### config.mk
export PLATFORM = sky130hd
export DESIGN_NAME = deconv_queue
export DESIGN_NICKNAME = d
export VERILOG_FILES = /design/src/rtl/moving_window_deconvolution_core_defines.svh /design/src/rtl/mwdc_queue.sv
export SDC_FILE = /design/constraint.sdc
export NUM_CORES = 1
export LEC_CHECK = 0
export ABC_AREA = 1
export BUFFER_PORTS_ARGS = -buffer_cell sky130_fd_sc_hd__buf_4
export CORE_MARGIN = 3
export CORE_UTILIZATION = 53
export DETAILED_ROUTE_END_ITERATION = 8
export PLACE_DENSITY = 0.85
export SLEW_MARGIN = 20
export SYNTH_ARGS = -nofsm -noshare
export SYNTH_HDL_FRONTEND = slang
export SYNTH_SLANG_ARGS = --single-unit
### constraint.sdc
create_clock -name clock -period 1.9 [get_ports clock]
set_input_delay 0.19 -clock clock [delete_from_list [all_inputs] [get_ports clock]]
set_output_delay 0.19 -clock clock [all_outputs]
set_load 0.01 [all_outputs]
### src/rtl/moving_window_deconvolution_core_defines.svh
// assertion macros used by the moving window deconvolution back end
`ifndef MOVING_WINDOW_DECONVOLUTION_CORE_DEFINES_SVH
`define MOVING_WINDOW_DECONVOLUTION_CORE_DEFINES_SVH

// property must hold at every rising clock edge outside reset
`define DECONV_ASSERT(label, prop, msg) \
   label: assert property (@(posedge clock) disable iff (reset) prop) else $error(msg);

// condition must never be seen outside reset
`define DECONV_NEVER(label, expr, msg) \
   label: assert property (@(posedge clock) disable iff (reset) !(expr)) else $error(msg);

`endif

### src/rtl/mwdc_queue.sv
// small fifo between front and back
module deconv_queue #(
   parameter int WIDTH = 8,
   parameter int DEPTH = 2
) (
   input  logic             clock,
   input  logic             reset,
   input  logic             push,
   input  logic [WIDTH-1:0] push_data,
   output logic             full,
   input  logic             pop,
   output logic [WIDTH-1:0] pop_data,
   output logic             valid
);
   localparam int AW = $clog2(DEPTH);
   localparam int CW = $clog2(DEPTH + 1);

   logic [WIDTH-1:0] slot_ff [DEPTH];
   logic [AW-1:0]    wr_ff, wr_in, rd_ff, rd_in;
   logic [CW-1:0]    cnt_ff, cnt_in;

   assign full     = (cnt_ff == CW'(DEPTH));
   assign valid    = (cnt_ff != '0);
   assign pop_data = slot_ff[rd_ff];

   always_comb begin
      wr_in  = wr_ff;
      rd_in  = rd_ff;
      cnt_in = cnt_ff;
      if (push) begin
         wr_in = (wr_ff == AW'(DEPTH - 1)) ? '0 : wr_ff + 1'b1;
      end
      if (pop) begin
         rd_in = (rd_ff == AW'(DEPTH - 1)) ? '0 : rd_ff + 1'b1;
      end
      if (push && !pop) begin
         cnt_in = cnt_ff + 1'b1;
      end else if (pop && !push) begin
         cnt_in = cnt_ff - 1'b1;
      end
   end

   always_ff @(posedge clock) begin
      if (reset) begin
         wr_ff  <= '0;
         rd_ff  <= '0;
         cnt_ff <= '0;
      end else begin
         wr_ff  <= wr_in;
         rd_ff  <= rd_in;
         cnt_ff <= cnt_in;
      end
   end

   always_ff @(posedge clock) begin
      if (push) begin
         slot_ff[wr_ff] <= push_data;
      end
   end

endmodule

# ---- After elaboration in Yosys (flattened, before gate mapping)
# Memories as Yosys holds them, arrays and structs flattened. A register that Yosys moved wholly into a read port is not among the register bits.
# Index checks and enable logic that the tools add are counted.
dict set report word_totals {
  word_cells 23
  ff_bits 4
  out_inout_bits 10
  ram_bits 16
  n_memories 1
}
dict set report classes {
  eq_ne 1
  addsub 4
  reduce_logical 6
  muxes 8
}
# name depth width rd rd_ports_with_merged_regs write_ports line
set memory_table {}
lappend memory_table {slot_ff 2 8 1 1 1 mwdc_queue.sv:18} ;# logic [WIDTH-1:0] slot_ff [DEPTH];
# op count
set ops {}
lappend ops {{$mux 1} 6}
lappend ops {{$mux 2} 2}
lappend ops {{$reduce_bool 2->1} 2}
lappend ops {{$add 1x1->1 const B} 2}
lappend ops {{$add 2x1->2 const B} 1}
lappend ops {{$eq 2x2->1 const B} 1}
lappend ops {{$logic_and 1x1->1} 2}
lappend ops {{$logic_not 1->1} 2}
lappend ops {{$sub 2x1->2 const B} 1}

# ---- Longest topological paths before layout
# Gate-level depths: netlist (run 1).
dict set report logic_depth {
  depth_word 4
  depth_mapped 8
  depth_no_buf 8
}

# ---- Worst setup path after synthesis (run 1)
# Ideal clock, no wire load.
dict set report synth_path {
  path_kind {register to register}
  startpoint {register wr_ff}
  endpoint {memory slot_ff[0][0], enable pin}
  arrival_time_ps 687
  setup_ps 370
  path_stages_with_launch 2
  setup_slack_ps 842
  cell_sequence {dfxtp_1 nor2_1}
}
# element line
set synth_lines {}
lappend synth_lines {{start, declared} mwdc_queue.sv:19} ;# logic [AW-1:0] wr_ff, wr_in, rd_ff, rd_in;
lappend synth_lines {{start signal, assigned} mwdc_queue.sv:49} ;# wr_ff <= wr_in;
lappend synth_lines {{end, declared} mwdc_queue.sv:18}
# Straight into the memory's write port.

==> impl_results.md, run 1 <==
* Largest delay contributor family on the critical path: flip-flops
* Flop pwr share at 60.6%
* Via Count at 477
* Worst hold start: reset
* Least-Margin Pin Slew at 0.651 ns
* Worst path bufs/invs at 1
* MaxCap Viol Count at 0
* Routability cong. at 0.734
* Reg2Reg Setup Slack at 0.68 ns
* Initial Utilization at 60.1%
* Final hold violations at 0
* Crit-path max FO at 8
* Area grow syn2layout at 22.9%
* Hold Path Class: input port to register
* Worst slew margin at 56.5%
* Fill cells at 96
* Flops & latches, synth at 21
* Worst Setup End Kind: primary output
* Hold Path Depth at 2
* First-pass GRT wire length at 1990 um
* CTS resizes at 0
* Post-synthesis net count at 71
* Worst-Skew Late Latency at 0.29 ns
* Vias per inst at 4.92
* Clock share of power at 23.1%
* Worst R2R Start: wr_ff
* Arrival time worst endpoint at 1.41 ns
* IO Pins at 22
* CTS Sinks at 21
* I/O Buffers at 21
* Diodes inserted at 0
* Worst path cell trace: mux2_4, buf_4
* Final Routed Wirelength at 1250 um
* Status: complete, no violations
* Syn Area/Cell at 14.5 um^2
* Min Tclk post-route at 1.60 ns
* Power Density at 868 nW/um^2
* Drt pass-1 iters at 2
* Int Pwr at 0.688 mW
* Fin crit share at 84.0%
* Worst Skew at 0.00556 ns
* WP data required at 1.71 ns
* Count of final setup violators at 0
* CP peak stage delay at 0.63 ns
* Crit Reg-Reg Endpoint: slot_ff[0][1]
* Global Route Usage Sum at 13.6%
* Sw Pwr at 0.209 mW
* Unrepaired setup endpoints after global routing: no
* Sequential-to-total area share from yosys stat at 69.0%
* Clk buf depth at 2
* Path depth of the worst reg2reg path at 1
* Initial DRC count at 5
* Crit-path slowest cell: dfxtp_1
* Pleak at 0.461 nW
* Placed wire-length estimate at 965 um
* Floorplan Core Area at 1400 um^2
* Antenna violations before repair at 0
* Root buffer cell: clkbuf_4
* Die area at 2100 um^2
* Mapped cell area at 841 um^2
* H-tree Lvls at 1
* Sw Ratio at 23.3%
* CTS tree: yes
* Post-CTS Setup Bufs at 0
* Chip Width at 45.8 um
* Worst vdd ir at 0.705 mV
* Setup slack after placement at 0.618 ns
* Final ANT Viol Nets at 0
* DRC at 0
* Setup TNS at 0 ns
* Final Net Count at 96
* Share of cells above drive strength 1 at 42.7%
* Synth Instances at 58
* Routed len/inst at 12.8 um
* Peak Freq at 627 MHz
* Pin count of the biggest net entering global routing at 13
* Inserted Clock Buffers at 3
* FP Rows at 13
* Final Power at 0.897 mW
* Clk slew on worst S/H paths at 0.11 ns
* WS Path Type: register to primary output
* Number of distinct library cells after synthesis at 16
* Worst Slack Setup Final at 0.305 ns
* Slew Viols, Final at 0
* CTS Hold Bufs at 0
* Combinational power share at 16.3%
* Vias in the first global route at 458
* Die Y at 45.8 um
* Startpoint types: register
* Congestion Overflow GR at 0
* Ys Warns at 0
[layout by cell type (no fill, tap or decap)]
cell type and n:
nor2_1 6, mux2_4 8, clkbuf_4 3, inv_2 1, nand2_1 5, dfxtp_1 5, buf_4 21, nand4_1 1
edfxtp_1 16, inv_1 8, xnor2_1 1, nand2_2 1, a21oi_1 1, nand3_1 1, nor3_1 1, clkinv_2 1
ha_1 1, o21ai_0 1
[logic make-up after synthesis]
| family | Yosys count | share of synthesized area, % |
|---|---|---|
| DFF | 21 | 69.0 |
| adders and majority gates | 1 | 1.49 |
| muxes | 8 | 14.3 |
| buffers and inverters | 10 | 5.36 |
| and+or+nand+nor | 15 | 7.59 |
| xor gates and xnor gates | 1 | 1.04 |
| AOI/OAI and AO/OA | 2 | 1.19 |
[final cells by class]
class | instances | area [um^2] | area share [%]
timing repair buffer | 21 | 158 | 15.3
sequential | 21 | 581 | 56.2
tap | 15 | 18.8 | 1.82
clock buffer | 3 | 22.5 | 2.18
multi-input combinational | 27 | 215 | 20.8
clock inverter | 1 | 5.00 | 0.484
inverter | 9 | 33.8 | 3.27
[cell usage after synthesis]
library cell | number | area, um^2
o21ai_0 | 1 | 5.00
xnor2_1 | 1 | 8.76
buf_6 | 1 | 11.3
edfxtp_1 | 16 | 480
mux2_4 | 8 | 120
a21oi_1 | 1 | 5.00
nand4_1 | 1 | 6.26
ha_1 | 1 | 12.5
nor3_1 | 1 | 5.00
nor2_1 | 6 | 22.5
nand2_1 | 5 | 18.8
nand3_1 | 1 | 5.00
dfxtp_1 | 5 | 100
nand2_2 | 1 | 6.26
inv_1 | 8 | 30.0
inv_2 | 1 | 3.75
[layer usage]
layer | GRT usage (%) | part of all wire (%)
met1 | 16.8 | 42
met4 | 5.11 | 0.96
met5 | 0 | 0
met2 | 23.7 | 51
met3 | 2.37 | 6.1
[worst max path at each step]
stage                                to  cells past startpoint     start
after floorplan           slot_ff[0][0]                      1     wr_ff
after global placement      pop_data[7]                      2  register
after detailed placement    pop_data[5]                      2  register
after CTS                   pop_data[5]                      2  register
after global routing        pop_data[5]                      2  register
final                       pop_data[5]                      2  register
[registers in the layout (all words and copies together) (netlist names), named ones only]
signal / cells
cnt_ff: 2
rd_ff: 1
slot_ff: 16
wr_ff: 1
[power groups by stage]
stage	Combinational (mW)	Clock, mW	Sequential [mW]
after floorplan	0.0934	0	0.544
after global placement	0.143	0	0.553
after detailed placement	0.148	0	0.555
after CTS	0.148	0.209	0.544
after global routing	0.159	0.237	0.548
final	0.146	0.207	0.543
[per-stage QoR]
| stage | hold WS, ns | utilization [%] | instance area (um^2) | cells |
|---|---|---|---|---|
| CTS | 0.0621 | 73.9 | 1030 | 97 |
| floorplan | 0.262 | - | 841 | 58 |
| finish | 0.0679 | 73.9 | 1030 | 97 |
| global route | 0.0498 | 73.9 | 1030 | 97 |
| global placement | 0.375 | 71.9 | 1010 | 93 |
| detailed placement | 0.378 | 71.9 | 1010 | 93 |
(Power assumes the default switching activity.)
==> run 2, diff against run 1 <==
- CORE_UTILIZATION: 53 -> 49
- PLACE_DENSITY: 0.85 -> 0.8
- clock period: 1.9 -> 1.55 ns (I/O delays scaled with it)
==> run 2 against run 1 <==
  * Register-to-register slack got worse by 0.25 ns
  * Clock-buffer cell count rose by 1
  * Flip-flop and latch count did not move
  * Core utilization fell by 7.0 points
  * Clock skew barely moved
  * Critical path type unchanged
  * Largest cell class unchanged
==> impl_results.md, run 2 (synthesis gave the netlist of run 1 again) <==
* Die area at 2250 um^2
* Arrival time worst endpoint at 1.26 ns
* Final ANT Viol Nets at 0
* DRC at 0
* Floorplan Core Area at 1560 um^2
* Most frequent cells in the layout: buf_4 (22), edfxtp_1 (16), mux2_4 (8), inv_1 (8), nor2_1 (6)
* Routability cong. at 0.728
* Global Route Usage Sum at 12.8%
* WP data required at 1.39 ns
* Vias per inst at 4.98
* Hold Path Class: input port to register
* Vias in the first global route at 486
* Worst slew margin at 75.7%
* Final core occ at 66.9%
* MaxCap Viol Count at 0
* CTS Sinks at 21
* Via Count at 493
* Worst vdd ir at 0.573 mV
* Final hold violations at 0
* IO Pins at 22
* Root buffer cell: clkbuf_4
* Clk buf depth at 2
* Crit-path max FO at 8
* Pin count of the biggest net entering global routing at 12
* Status: complete, no violations
* I/O Buffers at 21
* Biggest regs: slot_ff: 16 flops, cnt_ff: 2 flops
* Initial Utilization at 53.9%
* Fin crit share at 91.4%
* Startpoint types: register
* Min Tclk post-route at 1.42 ns
* Congestion Overflow GR at 0
* Max reg flops at 16
* Final Routed Wirelength at 1270 um
* Antenna violations before repair at 0
* FP Rows at 14
* Chip Width at 47.4 um
* Inserted Clock Buffers at 3
* Multi-input gate area at 215 um^2
* Design Area, Final at 1040 um^2
* Share of cells above drive strength 1 at 43.4%
* Final Power at 1.10 mW
* Placed wire-length estimate at 942 um
* Clk slew on worst S/H paths at 0.10 ns
* Largest register by flop count: slot_ff
* H-tree Lvls at 1
* Area grow syn2layout at 24.0%
* Pleak at 0.464 nW
* Power Density at 1060 nW/um^2
* First-pass GRT wire length at 1910 um
* Die Y at 47.4 um
* Routed len/inst at 12.8 um
* Commonest non-fill, non-tap cell in the layout: buf_4
* Placed inst area at 1010 um^2
* Least-Margin Pin Slew at 0.364 ns
* WS Path Type: register to primary output
* Worst Skew at 0.00598 ns
* Worst Setup End Kind: primary output
* Unrepaired setup endpoints after global routing: no
* Drt pass-1 iters at 4
* Peak Freq at 706 MHz
* FF/Latch Area at 582 um^2
* Slew Viols, Final at 0
* Post-CTS Setup Bufs at 0
* Count of final setup violators at 0
* Fill cells at 116
* Diodes inserted at 0
* Worst-Skew Late Latency at 0.30 ns
* CTS tree: yes
* Final Net Count at 97
* Initial DRC count at 6
* Setup TNS at 0 ns
## run 2: changes by cell type in the layout (fill, tap and decap cells not counted), sizes merged
cell / previous run / this run
clkbuf: 3 / 4
clkinv: 1 / 0
buf: 21 / 22
## run 2: stage by stage
step	cells	setup WS [ns]	hold WS, ns
floorplan	58	0.492	0.227
global placement	95	0.294	0.341
detailed placement	95	0.285	0.344
CTS	99	0.102	0.0119
global route	99	0.0621	0.00604
finish	99	0.133	0.0234
## run 2: worst max-delay path, cell delays in order, from the launching register on
cell,delay (ns)
dfxtp_2,0.50
mux2_4,0.33
buf_4,0.14
## run 2: final cells by class
type,instances,share of cell area [%]
timing repair buffer,22,15.8
inverter,9,3.24
clock buffer,4,2.52
sequential,21,55.8
tap,16,1.92
multi-input combinational,27,20.6
## run 2: power breakdown
part | internal (mW) | switching [mW] | leakage, nW
sequential | 0.644 | 0.0226 | 0.192
combinational | 0.106 | 0.0756 | 0.257
clock | 0.100 | 0.153 | 0.0150
## run 2: per-layer routing
metal	wire [um]	part of all wire, %	up-vias	track usage, %
met5	0	0	-	0
met3	100	7.9	2	5.26
met4	12	0.94	0	8.84
li1	-	-	245	-
met1	559	44	226	14.2
met2	599	47	20	19.8
## run 2: what timing repair did
action	CTS	global route
hold buffers	0	0
resized for setup	1	0
setup endpoints to repair	8	0
## run 2: worst paths after layout
| path | from | to | slack, ns | cells past startpoint |
|---|---|---|---|---|
| min | reset | register | 0.02 | 2 |
| max | register | pop_data[3] | 0.13 | 2 |
| max reg2reg | wr_ff | slot_ff[0][6] | 0.43 | 2 |
| min reg2reg | wr_ff | wr_ff | 0.52 | 2 |
