<file path="src/rtl/moving_window_deconvolution_core_defines.svh">
// assertion macros used by the moving window deconvolution back end
`ifndef MOVING_WINDOW_DECONVOLUTION_CORE_DEFINES_SVH
`define MOVING_WINDOW_DECONVOLUTION_CORE_DEFINES_SVH

// property must hold at every rising clock edge outside reset
`define DECONV_ASSERT(label, prop, msg) \
   label: assert property (@(posedge clock) disable iff (reset) prop) else $error(msg);

// condition must never be seen outside reset
`define DECONV_NEVER(label, expr, msg) \
   label: assert property (@(posedge clock) disable iff (reset) !(expr)) else $error(msg);

`endif

</file>
<file path="src/rtl/mwdc_pkg.sv">
// shared constants and types of the moving window deconvolution core
package deconv_pkg;

   localparam int FRAC_BITS      = 16;
   localparam int TOTAL_BITS     = 60;
   localparam int SEEN_BITS      = 12;
   localparam int DECAY_BITS     = 17;
   localparam int LEN_BITS       = 11;
   localparam int CSR_INDEX_BITS = 2;
   localparam int CSR_DATA_BITS  = 17;
   localparam int DIV_CNT_BITS   = 6;

   localparam logic [SEEN_BITS-1:0]      SEEN_MAX    = 12'd4095;
   localparam logic [DIV_CNT_BITS-1:0]   DIV_LAST    = 6'(TOTAL_BITS - 1);
   localparam logic [DECAY_BITS-1:0]     DECAY_RESET = 17'd65536;
   localparam logic [LEN_BITS-1:0]       LEN_RESET   = 11'd1;

   // register indexes of the csr port
   localparam logic [CSR_INDEX_BITS-1:0] CSR_DECAY  = 2'd0;
   localparam logic [CSR_INDEX_BITS-1:0] CSR_OFFSET = 2'd1;
   localparam logic [CSR_INDEX_BITS-1:0] CSR_WINDOW = 2'd2;

   // per-item classification made by the front
   typedef struct packed {
      logic first;      // start of waveform, clears window total
      logic has_diff;   // enough samples for a difference
      logic drop_old;   // oldest difference leaves the window
      logic emit;       // a result is produced
   } item_flags_type;

   typedef enum logic [2:0] {
      BK_IDLE,
      BK_READ,
      BK_CALC,
      BK_DIV,
      BK_SEND
   } back_state_type;

endpackage

</file>
<file path="src/rtl/mwdc_ifs.sv">
// request and response channel interfaces
interface deconv_req_if #(parameter int SAMPLE_BITS = 16);
   logic                          valid;
   logic                          ready;
   logic signed [SAMPLE_BITS-1:0] sample_value;
   logic                          first_of_waveform;
   modport source (output valid, sample_value, first_of_waveform, input ready);
   modport sink (input valid, sample_value, first_of_waveform, output ready);
endinterface


</file>
<file path="src/rtl/mwdc_front.sv">
// front: accepts samples, runs the recursive deconvolution, classifies items
module deconv_front import deconv_pkg::*; #(
   parameter int MAX_OFFSET  = 1024,
   parameter int MAX_WINDOW  = 1024,
   parameter int SAMPLE_BITS = 16,
   parameter int QW          = 90
) (
   input  logic                  clock,
   input  logic                  reset,
   deconv_req_if.sink            req_if,
   input  logic [DECAY_BITS-1:0] decay,
   input  logic [LEN_BITS-1:0]   len_m,
   input  logic [LEN_BITS-1:0]   len_l,
   input  logic                  q_full,
   output logic                  q_push,
   output logic [QW-1:0]         q_data
);
   localparam int AB  = SAMPLE_BITS + 32;
   localparam int WB  = AB + 3;
   localparam int PB  = SAMPLE_BITS + 18;
   localparam int OW  = $clog2(MAX_OFFSET);
   localparam int FW  = $clog2(MAX_WINDOW);
   localparam int OCW = ((OW > LEN_BITS) ? OW : LEN_BITS) + 1;
   localparam int FCW = ((FW > LEN_BITS) ? FW : LEN_BITS) + 1;

   logic signed [SAMPLE_BITS-1:0] prev_ff, prev_in, prev_base;
   logic signed [AB-1:0]          acc_ff, acc_in, acc_base, acc_sat;
   logic [SEEN_BITS-1:0]          seen_ff, seen_in, n, ml;
   logic [OW-1:0]                 dpos_ff, dpos_in, dpos, drd;
   logic [FW-1:0]                 fpos_ff, fpos_in, fpos, frd;
   logic [OCW-1:0]                drd_w;
   logic [FCW-1:0]                frd_w;
   logic signed [PB-1:0]          prod;
   logic signed [WB-1:0]          sum;
   logic                          accept, first;
   item_flags_type                flags;

   assign req_if.ready = !q_full;
   assign accept       = req_if.valid && req_if.ready;
   assign first        = req_if.first_of_waveform;

   always_comb begin
      n         = first ? '0 : seen_ff;
      prev_base = first ? '0 : prev_ff;
      acc_base  = first ? '0 : acc_ff;
      dpos      = first ? '0 : dpos_ff;
      fpos      = first ? '0 : fpos_ff;

      // x*1.0 - f*prev_x + prev_A, then saturate to the accumulator range
      prod = PB'($signed({1'b0, decay})) * PB'(prev_base);
      sum  = (WB'(req_if.sample_value) <<< FRAC_BITS) - WB'(prod) + WB'(acc_base);
      if (sum[WB-1:AB-1] == '0 || sum[WB-1:AB-1] == '1) begin
         acc_sat = sum[AB-1:0];
      end else if (sum[WB-1]) begin
         acc_sat = {1'b1, {(AB-1){1'b0}}};
      end else begin
         acc_sat = {1'b0, {(AB-1){1'b1}}};
      end

      ml             = SEEN_BITS'(len_m) + SEEN_BITS'(len_l);
      flags.first    = first;
      flags.has_diff = (n >= SEEN_BITS'(len_m));
      flags.drop_old = (n >= ml);
      flags.emit     = ((SEEN_BITS+1)'(n) + 1'b1 >= (SEEN_BITS+1)'(ml));

      // ring read positions, wrapped at the history depth
      if (OCW'(dpos) >= OCW'(len_m)) begin
         drd_w = OCW'(dpos) - OCW'(len_m);
      end else begin
         drd_w = OCW'(dpos) + OCW'(MAX_OFFSET) - OCW'(len_m);
      end
      if (FCW'(fpos) >= FCW'(len_l)) begin
         frd_w = FCW'(fpos) - FCW'(len_l);
      end else begin
         frd_w = FCW'(fpos) + FCW'(MAX_WINDOW) - FCW'(len_l);
      end
      drd = drd_w[OW-1:0];
      frd = frd_w[FW-1:0];

      prev_in = prev_ff;
      acc_in  = acc_ff;
      seen_in = seen_ff;
      dpos_in = dpos_ff;
      fpos_in = fpos_ff;
      if (accept) begin
         prev_in = req_if.sample_value;
         acc_in  = acc_sat;
         seen_in = (n < SEEN_MAX) ? n + 1'b1 : n;
         dpos_in = (dpos == OW'(MAX_OFFSET - 1)) ? '0 : dpos + 1'b1;
         if (flags.has_diff) begin
            fpos_in = (fpos == FW'(MAX_WINDOW - 1)) ? '0 : fpos + 1'b1;
         end else begin
            fpos_in = fpos;
         end
      end
   end

   assign q_push = accept;
   assign q_data = {flags, fpos, frd, dpos, drd, acc_sat};

   always_ff @(posedge clock) begin
      if (reset) begin
         prev_ff <= '0;
         acc_ff  <= '0;
         seen_ff <= '0;
         dpos_ff <= '0;
         fpos_ff <= '0;
      end else begin
         prev_ff <= prev_in;
         acc_ff  <= acc_in;
         seen_ff <= seen_in;
         dpos_ff <= dpos_in;
         fpos_ff <= fpos_in;
      end
   end

endmodule

</file>
<file path="src/flat_wrapper.sv">
// flat-port wrapper written by rule: the top's interface ports become plain ports
module deconv_front_flat import deconv_pkg::*;
#(
   parameter int MAX_OFFSET  = 1024,
   parameter int MAX_WINDOW  = 1024,
   parameter int SAMPLE_BITS = 16,
   parameter int QW          = 90
)
  (clock, reset, decay, len_m, len_l, q_full, q_push, q_data, req_if_valid, req_if_sample_value, req_if_first_of_waveform, req_if_ready);
  deconv_req_if #(.SAMPLE_BITS(SAMPLE_BITS)) req_if_i ();
  input  logic clock;
  input  logic reset;
  input  logic [DECAY_BITS-1:0] decay;
  input  logic [LEN_BITS-1:0] len_m;
  input  logic [LEN_BITS-1:0] len_l;
  input  logic q_full;
  output logic q_push;
  output logic [QW-1:0] q_data;
  input wire logic [$bits(req_if_i.valid)-1:0] req_if_valid;
  input wire logic [$bits(req_if_i.sample_value)-1:0] req_if_sample_value;
  input wire logic [$bits(req_if_i.first_of_waveform)-1:0] req_if_first_of_waveform;
  output wire logic [$bits(req_if_i.ready)-1:0] req_if_ready;
  assign req_if_i.valid = req_if_valid;
  assign req_if_i.sample_value = req_if_sample_value;
  assign req_if_i.first_of_waveform = req_if_first_of_waveform;
  assign req_if_ready = req_if_i.ready;
  deconv_front #(.MAX_OFFSET(MAX_OFFSET), .MAX_WINDOW(MAX_WINDOW), .SAMPLE_BITS(SAMPLE_BITS), .QW(QW)) u_core (.clock(clock), .reset(reset), .req_if(req_if_i), .decay(decay), .len_m(len_m), .len_l(len_l), .q_full(q_full), .q_push(q_push), .q_data(q_data));
endmodule
</file>
<file path="config.mk">
export PLATFORM = sky130hd
export DESIGN_NAME = deconv_front_flat
export DESIGN_NICKNAME = d
export VERILOG_FILES = /design/src/rtl/moving_window_deconvolution_core_defines.svh /design/src/rtl/mwdc_pkg.sv /design/src/rtl/mwdc_ifs.sv /design/src/rtl/mwdc_front.sv /design/src/flat_wrapper.sv
export SDC_FILE = /design/constraint.sdc
export NUM_CORES = 1
export LEC_CHECK = 0
export BUFFER_PORTS_ARGS = -buffer_cell sky130_fd_sc_hd__buf_2
export CAP_MARGIN = 20
export CORE_UTILIZATION = 40
export DETAILED_ROUTE_END_ITERATION = 10
export HOLD_SLACK_MARGIN = 0.12
export PLACE_DENSITY = 0.63
export SLEW_MARGIN = 20
export SYNTH_ARGS = -nofsm -noshare
export SYNTH_HDL_FRONTEND = slang
export SYNTH_SLANG_ARGS = --single-unit
</file>
<file path="constraint.sdc">
create_clock -name clock -period 10.35 [get_ports clock]
set_clock_uncertainty 0.2 [all_clocks]
set_input_delay 1.5525 -clock clock [delete_from_list [all_inputs] [get_ports clock]]
set_output_delay 1.5525 -clock clock [all_outputs]
set_load 0.005 [all_outputs]
</file>
# Yosys cells after proc, flatten, opt, wreduce, memory -nomap -nowiden
# Index checks and enable logic that the tools add are counted.
# Widths: inputs -> output; s select.
word_totals:
  ff_bits: 96
  latch_bits: 0
  mem_bits_rw: 0
  romBits: 0
  input_bits: 60
  output_inout_bits: 92
  memories: 0
classes:
  add_sub_neg: 13
  n_mul: 1
  n_div: 0
  magnitude_cmp: 6
  eq_ne: 3
  shifts: 0
  n_mux: 13
  n_bitwise: 0
  reduce_logical: 4
op_table:
  columns: ["operator", "n"]
  rows:
  - ["$mux 48", 3]
  - ["$mux 10", 7]
  - ["$add 35x48->49", 1]
  - ["$add 10x1->10 const B", 4]
  - ["$sub 10x10->10", 4]
  - ["$sub 32x34->35", 1]
  - ["$mul 18x16->34", 1]
  - ["$mux 12", 2]
  - ["$ge 10x11->1", 2]
  - ["$eq 10x10->1 const B", 2]
  - ["$mux 16", 1]
  - ["$add 12x1->13 const B", 1]
  - ["$ge 13x12->1", 1]
  - ["$add 11x11->12", 1]
  - ["$add 12x1->12 const B", 1]
  - ["$ge 12x11->1", 1]
  - ["$ge 12x12->1", 1]
  - ["$lt 12x12->1 const B", 1]
  - ["$eq 4x4->1 const B", 1]
  - ["$logic_not 4->1", 1]
  - ["$logic_and 1x1->1", 1]
  - ["$logic_not 1->1", 1]
  - ["$logic_or 1x1->1", 1]

# Longest topological paths before layout
logic_depth:
  word_depth: 7
  depth_mapped: 33

# Worst setup path before layout
# Ideal clock, no wire load.
synth_timing:
  path_type: "in2out"
  startpoint: "input req_if_first_of_waveform"
  endpoint: "output q_data[24]"
  arrival_time_ns: 8.575
  required_time_ns: 8.597
  slack_ns: 0.023
  cell_stages: 27
  path_buffers: 8
  cell_sequence: "clkbuf_1 -> clkbuf_1 -> clkbuf_1 -> clkbuf_1 -> nor2b_1 -> clkbuf_1 -> nand2_1 -> fa_1 -> fa_1 -> fa_1 -> fa_1 -> fa_1 -> inv_1 -> fa_1 -> inv_1 -> ha_1 -> clkbuf_1 -> nand2_1 -> o21ai_0 -> or4b_1 -> a21boi_1 -> a211oi_1 -> nor3_2 -> nor2_2 -> buf_2 -> buf_2 -> nor2_1"
synth_between:
  elab_chain_cells: 7
synth_lines:
  columns: ["item", "line_no", "text"]
  rows:
  - ["start, declared", "flat_wrapper.sv:21", "input wire logic [$bits(req_if_i.first_of_waveform)-1:0] req_if_first_of_waveform;"]
  - ["$mux 16", "mwdc_front.sv:44", "prev_base = first ? '0 : prev_ff;"]
  - ["$mul 18x16->34", "mwdc_front.sv:50", "prod = PB'($signed({1'b0, decay})) * PB'(prev_base);"]
  - ["$sub 32x34->35", "mwdc_front.sv:51", "sum = (WB'(req_if.sample_value) <<< FRAC_BITS) - WB'(prod) + WB'(acc_base);"]
  - ["$add 35x48->49 (*)", "mwdc_front.sv:51", null]
  - ["$eq 4x4->1 / $logic_not 4->1 (equally long branches)", "mwdc_front.sv:52", "if (sum[WB-1:AB-1] == '0 || sum[WB-1:AB-1] == '1) begin"]
  - ["$logic_or 1x1->1", "mwdc_front.sv:52", null]
  - ["$mux 48 (*)", "mwdc_front.sv:52", null]
  - ["end, declared", "flat_wrapper.sv:18", "output logic [QW-1:0] q_data;"]
# Every way passes the cells marked *; elsewhere a longest branch is shown, timed or not.

# Worst setup path after layout
layout_timing:
  startpoint: "input req_if_first_of_waveform"
  endpoint: "output q_data[44]"
# The elaborated chain is that of the path after synthesis.

==> summary.md <==
| Metric | Value |
|---|---|
| Crit-path slowest cell | fa_1 |
| P_int | 2.85 mW |
| Hold Fails Final Rpt | 0 |
| Cell variety after synth | 84 |
| Clk pin slew, worst setup/hold paths | roughly 80 ps |
| Cell area after synthesis | 20,100 um2 |
| Non-Filler Instances | about 3,300 |
| Vias in the first global route | between 15,000 and 20,000 |
| Sw Share | a little under three fifths |
| Nets | 3,186 |
| Starting Density | a little over 40% |
| # setup viols final | 0 |
| Slowest stage delay, CP | approximately 560 ps |
| First-pass GRT wire length | 92.2 mm |
| Total Wirelength | around 56 mm |
| Worst setup EP type | primary output |
| Type of the worst setup path | in -> out |
| CTS Root Cell | clkbuf_16 |
| Count of flip-flops with a built-in enable after synthesis | 0 |
| Avg Vias per Cell | slightly above 5 |
| CP Max Fanout | 31 |
| R2r endpoint | u_core.acc_ff[41]$_SDFFE_PP0P_ |
| Largest net degree at the start of global routing | between 60 and 70 |
| Area leader, netlist | fa_1 |
| IO Pins | about 150 |
| Least-Margin Pin Slew | about 900 ps |
| Initial antenna violation count | 0 |
| Die Y | roughly 230 um |
| First DRT Iteration DRCs | slightly above 1,000 |
| Worst Hold Class | reg -> reg |
| Top cells by area, synth | fa_1 (28%), ha_1 (16%), dfxtp_1 (9.6%), inv_1 (8.9%), nand2_1 (5.8%) |
| Pre-Repair DR Iteration Count | 5 |
| Synth Instances | around 2,500 |
| Die X | about 230 um |
| H-tree levels | 3 |
| Status | complete, no violations |
| Max cap viols | 0 |
| Clk_lat worst skew | between 300 and 400 ps |
| Synthesized area per cell | around 8.1 um2 |
| Leak | 10.7 nW |
| Placeable Area | a little under 50,000 um2 |
| Worst endpoint required time | 8600 ps |
| CTS Buf Count | 9 |
| # port buffers | 151 |
| TritonCTS clock tree | built |
| Detail Placement HPWL | around 47 mm |
| Syn Nets | between 3,000 and 4,000 |
| Fin area | roughly 22,000 um2 |
| Tcrit/Tclk final | 97.7% |
| Critical Path Start Type | input port |
| Logic pwr share | between 80% and 90% |
| Sequential Power Share | 7.5% |
| Total global-route track usage | between 20% and 30% |
| Worst setup path startpoint | req_if_first_of_waveform |
| Worst r2r path cells | 23 |
| Die area | between 50,000 and 60,000 um2 |
| RSZ-0062 raised after global routing | yes |
| Worst path most repeated cell | fa_1 |
| FF+latch count, synth | between 90 and 100 |
| Main synth FF type | dfxtp_1 |
| VDD IR max | 0.321 mV |
| Achievable Freq | between 0.09 and 0.1 GHz |
| Placed cell area | roughly 22,000 um2 |
| Psw | ~3.6 mW |
| Worst r2r src | u_core.prev_ff[11]$_SDFFE_PP0P_ |
| Clk pwr share | approximately 6.0% |
| Async SR Flop Fraction | 0% |
| Overflow after GRT | 0 |
| Ratio of cells with drive above 1 in the final layout | 11.0% |
| Post-synth top area share | roughly 28% |
| PwrDens | slightly below 300 nW/um2 |
| Seq/Total Area, Yosys | around a tenth |
| YS warnings | 0 |
| Remaining DRCs | 0 |
| Row cnt | approximately 80 |
| Routed Antenna Nets | 0 |
| P&R area growth vs syn | 10.0% |
| Final min period | approximately 10,000 ps |
| Vias | 16,700 |
| Crit path to | q_data[44] |
| Crit path DAT | 8360 ps |
| Most common cell after layout, fill and taps aside | inv_1 |
| Clk buf depth | 2 |
| Placed Cells | approximately 3,200 |
| Most frequent cells in the layout | inv_1 (474), nand2_1 (309), fa_1 (274) |
| CTS sink count | 96 |
| R2R Setup Slk | between 3000 and 4000 ps |
| Drt wl/cell | around 17 um |
| GP Congestion | a little over 0.9 |
| Max_slew headroom | between 30 and 40% |
| Max-slew violations | 0 |
| Filler instances | between 5,000 and 6,000 |
| N_diodes | 0 |
flip-flops by register name, indices dropped and copies added, names as in the netlist:
register and cells:
u_core.acc_ff 48, u_core.prev_ff 16, u_core.seen_ff 12, u_core.dpos_ff 10, u_core.fpos_ff 10
per-stage QoR:
stage	utilization, %	total power [mW]	hold WS, ps	setup WS (ps)	TNS (ps)
2_1_floorplan	-	3.88	215	22.9	0
5_1_grt	44.8	7.02	275	-55.8	-166
3_5_place_dp	43.9	5.90	238	128	0
3_3_place_gp	43.9	5.88	235	175	0
4_1_cts	44.5	6.35	255	75.5	0
6_report	44.8	6.44	251	241	0
power groups by stage:
stage	Sequential [mW]	Clock, mW	Combinational (mW)
3_3_place_gp	0.486	0	5.39
2_1_floorplan	0.468	0	3.41
6_report	0.480	0.387	5.57
3_5_place_dp	0.488	0	5.42
4_1_cts	0.479	0.399	5.47
5_1_grt	0.488	0.407	6.12
cell usage after synthesis, drive strengths merged, types with 4 or more instances:
library cell	count
a21oi	119
nor2b	73
a22oi	12
xnor2	53
o22ai	7
inv	475
o211ai	9
nand3	17
a31oi	17
nor3	24
fa	276
nand2b	16
buf	23
and3	18
nor2	140
nand2	312
a21o	43
dfxtp	96
o21a	18
xor2	36
nand4	23
o21ai	104
or3	5
clkbuf	92
o21bai	10
ha	253
and2	129
and4	5
a31o	4
a211oi	8
maj3	13
a21boi	7
cells by family after synthesis:
group | share of synthesized area, %
simple gates | 18.9
flops | 9.58
fa+ha+maj | 44.0
buf+inv | 11.7
xor+xnor | 3.89
compound gates | 11.9
mux | 0.0499
what timing repair did:
item                       in CTS  in global routing
setup endpoints to repair       0                 42
hold buffers                    0                  0
gates resized for setup         0                 31
buffers inserted                0                  6
critical path, delay by kind of cell:
kind / cells / cell delay (ps)
adder cells (fa/ha/maj): 7 / 3530
buffers and inverters: 7 / 850
AO/OA/AOI/OAI: 6 / 930
AND/OR/NAND/NOR: 6 / 1430
layer usage:
layer / GRT usage [%] / vias up / part of all wire [%]
met4: 5.42 / 0 / 1.8
met3: 2.72 / 50 / 4.4
li1: - / 8048 / -
met5: 0 / - / 0
met1: 31.7 / 8217 / 46
met2: 38.2 / 374 / 47
cell type report:
type	instances	area (um2)	share of cell area (%)
clock inverters	6	81.3	0.368
clock buffers	10	239	1.08
repair buffers	218	1340	6.05
multi-input cells	1797	15900	72.0
well taps	664	831	3.76
inverters	475	1780	8.08
flip-flops and latches	96	1920	8.70
how the worst min path moves through the flow:
stage,from,to,slack [ps],cells past startpoint
finish,u_core.prev_ff[4]$_SDFFE_PP0P_,u_core.prev_ff[4]$_SDFFE_PP0P_,250,2
global placement,u_core.acc_ff[32]$_SDFFE_PP0P_,u_core.acc_ff[32]$_SDFFE_PP0P_,240,2
floorplan,u_core.acc_ff[21]$_SDFFE_PP0P_,u_core.acc_ff[21]$_SDFFE_PP0P_,220,2
CTS,u_core.prev_ff[2]$_SDFFE_PP0P_,u_core.prev_ff[2]$_SDFFE_PP0P_,260,2
global route,u_core.acc_ff[38]$_SDFFE_PP0P_,u_core.acc_ff[38]$_SDFFE_PP0P_,270,1
detailed placement,u_core.acc_ff[0]$_SDFFE_PP0P_,u_core.acc_ff[0]$_SDFFE_PP0P_,240,1
Power figures use the tool's default switching activity.
